## src/rtl/mfs_pkg.sv

```systemverilog
// Package for the matrix factorization SGD step engine.
// Holds command codes, register indexes, fixed-point widths and helper functions.
// Used by mfs_csr, the top level and the testbench; depends on nothing.
package mfs_pkg;

   localparam int ValueWidth = 32;
   localparam int TotalWidth = 48;
   localparam int RateWidth = 25;
   localparam int FracBits = 24;

   typedef enum logic [2:0] {
      CMD_WRITE_USER = 3'd0,
      CMD_WRITE_ITEM = 3'd1,
      CMD_READ_USER  = 3'd2,
      CMD_READ_ITEM  = 3'd3,
      CMD_NEIGHBOR   = 3'd4,
      CMD_TRAIN      = 3'd5,
      CMD_EVALUATE   = 3'd6,
      CMD_CLEAR      = 3'd7
   } command_type;

   localparam logic [1:0] REG_LEARNING_RATE = 2'd0;
   localparam logic [1:0] REG_DECAY_WEIGHT  = 2'd1;
   localparam logic [1:0] REG_NEIGHBOR_GAIN = 2'd2;

   localparam logic [RateWidth-1:0] LEARNING_RATE_RESET = 25'd83886;
   localparam logic [RateWidth-1:0] DECAY_WEIGHT_RESET  = 25'd335544;
   localparam logic [RateWidth-1:0] NEIGHBOR_GAIN_RESET = 25'd1678;

   // Saturate a 40 bit signed value to 32 bits.
   function automatic logic signed [31:0] sat32(input logic signed [39:0] v);
      logic signed [39:0] hi;
      logic signed [39:0] lo;
      hi = 40'sh007FFFFFFF;
      lo = -40'sh0080000000;
      if (v > hi) sat32 = 32'sh7FFFFFFF;
      else if (v < lo) sat32 = 32'sh80000000;
      else sat32 = v[31:0];
   endfunction

   // Saturate a 48 bit signed dot product difference to 32 bits.
   function automatic logic signed [31:0] sat32_acc(input logic signed [47:0] v);
      logic signed [47:0] hi;
      logic signed [47:0] lo;
      hi = 48'sh00007FFFFFFF;
      lo = -48'sh000080000000;
      if (v > hi) sat32_acc = 32'sh7FFFFFFF;
      else if (v < lo) sat32_acc = 32'sh80000000;
      else sat32_acc = v[31:0];
   endfunction

endpackage

```

## src/rtl/mfs_csr.sv

```systemverilog
// Configuration registers of the SGD engine on an APB-style port.
// Depends on mfs_pkg for register indexes and reset values.
module mfs_csr (
   input  logic                          clock,
   input  logic                          reset,
   input  logic                          csr_psel,
   input  logic                          csr_penable,
   input  logic                          csr_pwrite,
   input  logic [3:0]                    csr_paddr,
   input  logic [31:0]                   csr_pwdata,
   output logic [31:0]                   csr_prdata,
   output logic                          csr_pready,
   output logic [mfs_pkg::RateWidth-1:0] learning_rate,
   output logic [mfs_pkg::RateWidth-1:0] decay_weight,
   output logic [mfs_pkg::RateWidth-1:0] neighbor_gain
);
   import mfs_pkg::*;

   logic [RateWidth-1:0] eta_ff, dw_ff, ng_ff;
   logic                 wr;
   logic [1:0]           idx;

   assign csr_pready = 1'b1;
   assign wr = csr_psel && csr_penable && csr_pwrite;
   assign idx = csr_paddr[3:2];

   // Register writes.
   always_ff @(posedge clock) begin
      if (reset) begin
         eta_ff <= LEARNING_RATE_RESET;
         dw_ff  <= DECAY_WEIGHT_RESET;
         ng_ff  <= NEIGHBOR_GAIN_RESET;
      end else if (wr && csr_paddr[1:0] == 2'd0) begin
         if (idx == REG_LEARNING_RATE) eta_ff <= csr_pwdata[RateWidth-1:0];
         if (idx == REG_DECAY_WEIGHT)  dw_ff  <= csr_pwdata[RateWidth-1:0];
         if (idx == REG_NEIGHBOR_GAIN) ng_ff  <= csr_pwdata[RateWidth-1:0];
      end
   end

   // Read back.
   always_comb begin
      csr_prdata = '0;
      if (idx == REG_LEARNING_RATE) csr_prdata = {7'd0, eta_ff};
      else if (idx == REG_DECAY_WEIGHT) csr_prdata = {7'd0, dw_ff};
      else if (idx == REG_NEIGHBOR_GAIN) csr_prdata = {7'd0, ng_ff};
   end

   assign learning_rate = eta_ff;
   assign decay_weight  = dw_ff;
   assign neighbor_gain = ng_ff;
endmodule

```

## config.mk

```make
export PLATFORM = sky130hd
export DESIGN_NAME = mfs_csr
export DESIGN_NICKNAME = d
export VERILOG_FILES = /design/src/rtl/mfs_pkg.sv /design/src/rtl/mfs_csr.sv
export SDC_FILE = /design/constraint.sdc
export NUM_CORES = 1
export LEC_CHECK = 0
export BUFFER_PORTS_ARGS = -buffer_cell sky130_fd_sc_hd__buf_2
export CAP_MARGIN = 5
export CORE_MARGIN = 3
export CORE_UTILIZATION = 44
export DETAILED_ROUTE_END_ITERATION = 8
export GPL_TIMING_DRIVEN = 0
export PLACE_DENSITY = 0.84
export SLEW_MARGIN = 40
export SYNTH_ARGS = -nofsm -noshare
export SYNTH_HDL_FRONTEND = slang
export SYNTH_SLANG_ARGS = --single-unit
```

## constraint.sdc

```tcl
create_clock -name clock -period 1.3 [get_ports clock]
set_input_delay 0.26 -clock clock [delete_from_list [all_inputs] [get_ports clock]]
set_output_delay 0.26 -clock clock [all_outputs]
set_load 0.03 [all_outputs]
```

==> results.md <==
* Sequential share of power at 46.8%
* Area delta synth->final at 49.8%
* Syn Std Cell Area at 3610 sq um
* CORE AREA at 7850 sq um
* Period utilization at 107%
* Worst-Skew Late Latency at 350 ps
* Yosys warnings at 0
* Max Clock Freq at 722 MHz
* Worst Hold Class: in2reg
* Cell Pwr Density at 913 nW/um^2
* TritonRoute pass-1 iters at 4
* Antenna-violating nets left at 0
* Die area at 9340 sq um
* Seq/Total Area, Yosys at 41.5%
* RSZ-0062 raised after global routing: true
* TritonCTS Sinks at 75
* Clock network power share at 38.5%
* Number of clock buffers inserted by TritonCTS at 9
* Via count at 3709
* CP startpoint kind: input pin
* Residual DRC at 0
* WL per Instance at 18.1 um
* Worst setup margin at -85.1 ps
* Switching power at 0.00137 W
* Initial antenna violation count at 0
* Failing checks: setup timing
* Slew headroom at 55.6%
* PortBufs at 132
* CTS HTree Levels at 3
* Pin count of the biggest net entering global routing at 15
* CP Max Fanout at 6
* Fin util at 69.0%
* Worst-Margin Slew at 665 ps
* Synthesis-stage register bit count at 75
* Crit path kind: in2out
* Pleak at 2.57 nW
* Initial DRC Count at 160
* Max-cap violation count at 0
* Die width at 96.6 um
* Dpl ws at -400 ps
* Count of cell types in the netlist at 21
* Mapped Cells at 403
* Number of global-route vias before repair at 3916
* Final #Nets at 621
* Hold Path Depth at 3
* Worst EP required at 1040 ps
* Dpl hpwl at 8.30 mm
* CTS tree: yes
* GR Util All Layers at 26.1%
* First-pass GRT wire length at 19.8 mm
* Top post-synthesis cells by area: dfxtp_1 42%, mux2i_1 24%, nand2b_1 9.5%, o21ai_0 5.4%, nor2_1 4.3%
* Reg clk slew, reported paths at 90 ps
* Post-Route Skew at 0 ps
* Placer Congestion at 0.839
* Layout cell share with drive strength beyond 1 at 51.5%
* Overflow after GRT at 0
* Worst VDD drop at 0.551 mV
* Internal at 0.00358 W
* # diodes at 0
* Status: complete, but fails checks
* Routed vias/inst at 5.40
* Worst setup EP type: output port
* Setup slack, reg-to-reg at 510 ps
* Fin cells at 687
* # fillers at 585
* Area share of the largest cell type after synthesis at 41.5%
* Initial core utilization at 46.1%
* # IOs at 149
* Max Buffers Root-to-Sink at 2
* Die height at 96.6 um
* Final min period at 1390 ps
* # setup viols final at 25
* Final Slew Violations at 0
* Num rows at 32
* Placed cells at 643
* Dominant cell type by area after synthesis: dfxtp_1
* Gate power share at 14.7%
* Arrival time worst endpoint at 1130 ps
* Sw frac at 27.6%
* Clock root buffer: clkbuf_8
* Routed WL at 12.4 mm
* Final Hold Fails at 0
* R2R depth at 3
* Syn_area_per_cell at 8.97 sq um
layer usage:
metal / part of all wire [%] / GRT usage [%] / wire length [um] / vias up
met2: 49 / 43.4 / 6080 / 175
met3: 6.9 / 6.13 / 856 / 37
met4: 3.2 / 12.1 / 397 / 0
li1: - / - / - / 1716
met5: 0 / 0 / 0 / -
met1: 41 / 31.9 / 5100 / 1781
synthesized netlist by cell type:
cell	n
mux2i_1	85
buf_6	3
o21ai_1	1
nand2_1	25
nand2b_1	55
dfxtp_1	75
or4_4	1
clkbuf_1	18
nor2b_1	1
nor2_1	41
and4b_1	1
a21oi_1	15
nand4b_1	1
nor4_4	1
nand3_1	17
nand2_4	1
o21ai_0	39
buf_4	10
conb_1	2
buf_2	9
and3_1	2
area by class of cell:
class / instances / area [sq um] / area share, %
repair buffers: 161 / 1110 / 20.5
flip-flops and latches: 75 / 1560 / 28.9
plain buffers: 39 / 322 / 5.94
well taps: 102 / 128 / 2.36
clock buffers: 10 / 138 / 2.54
multi-input cells: 294 / 2080 / 38.5
clock inverters: 6 / 70.1 / 1.29
sequential cells by signal, indices dropped and copies added (netlist names):
| name | count |
|---|---|
| neighbor_gain | 25 |
| learning_rate | 25 |
| decay_weight | 25 |
power by group through the flow:
stage          clock, W  combinational [W]  sequential [W]
5_1_grt         0.00200           0.000768         0.00231
6_report        0.00191           0.000726         0.00231
3_3_place_gp          0           0.000553         0.00237
3_5_place_dp          0           0.000565         0.00237
4_1_cts         0.00192           0.000696         0.00231
2_1_floorplan         0           0.000360         0.00238
metrics by stage:
step | TNS [ps] | hold WS, ps | power (W) | area, sq um
after floorplan | -5.86 | 412 | 0.00274 | 3750
after global placement | -20270 | 474 | 0.00292 | 4530
after detailed placement | -23420 | 482 | 0.00293 | 4530
after CTS | -1080 | 155 | 0.00492 | 5330
after global routing | -2030 | 169 | 0.00508 | 5420
final | -1030 | 162 | 0.00495 | 5420
cell families (layout without fill, tap and decap cells):
family | after synthesis | count (layout) | share of synthesized area [%]
AOI/OAI and AO/OA | 55 | 55 | 7.61
buffers and inverters | 40 | 216 | 6.13
DFF | 75 | 75 | 41.5
muxes | 85 | 85 | 23.5
other | 2 | 8 | 0.208
and+or+nand+nor | 146 | 146 | 21.0
layout by cell type, fill, tap and decap left out, types with 2 or more instances in the layout:
cell type | netlist | routed
buf_6 | 3 | 28
conb_1 | 2 | 8
buf_2 | 9 | 111
a21oi_1 | 15 | 15
nand2b_1 | 55 | 55
mux2i_1 | 85 | 74
dfxtp_1 | 75 | 25
clkbuf_16 | 0 | 3
o21ai_1 | 1 | 3
buf_8 | 0 | 5
buf_12 | 0 | 3
clkbuf_1 | 18 | 12
inv_6 | 0 | 3
clkbuf_2 | 0 | 2
mux2i_2 | 0 | 10
nor2_1 | 41 | 40
o21ai_2 | 0 | 25
and3_1 | 2 | 2
clkbuf_8 | 0 | 11
buf_4 | 10 | 34
nand3_1 | 17 | 17
o21ai_0 | 39 | 12
dfxtp_2 | 0 | 50
nand2_2 | 0 | 6
nand2_1 | 25 | 19
worst paths after layout:
path	start	endpoint
setup reg to reg	decay_weight[3]	decay_weight[3]
hold reg to reg	learning_rate[24]	learning_rate[24]
hold / removal	csr_pwdata[24]	learning_rate[24]
setup / recovery	csr_paddr[2]	csr_prdata[10]
repair_timing:
| item | 4_1_cts | 5_1_grt |
|---|---|---|
| buffers inserted | 21 | 4 |
| endpoints found under the setup margin | 28 | 53 |
| pin swaps | 2 | 4 |
| cloned | 3 | 1 |
| hold buffers | 0 | 0 |
| resized for setup | 137 | 16 |
worst max-delay path, stage by stage:
cell,delay [ps]
buf_8,110
buf_12,140
buf_12,140
mux2i_4,180
o21ai_2,140
buf_6,150
Note: power is estimated with default switching activity, not from simulation.
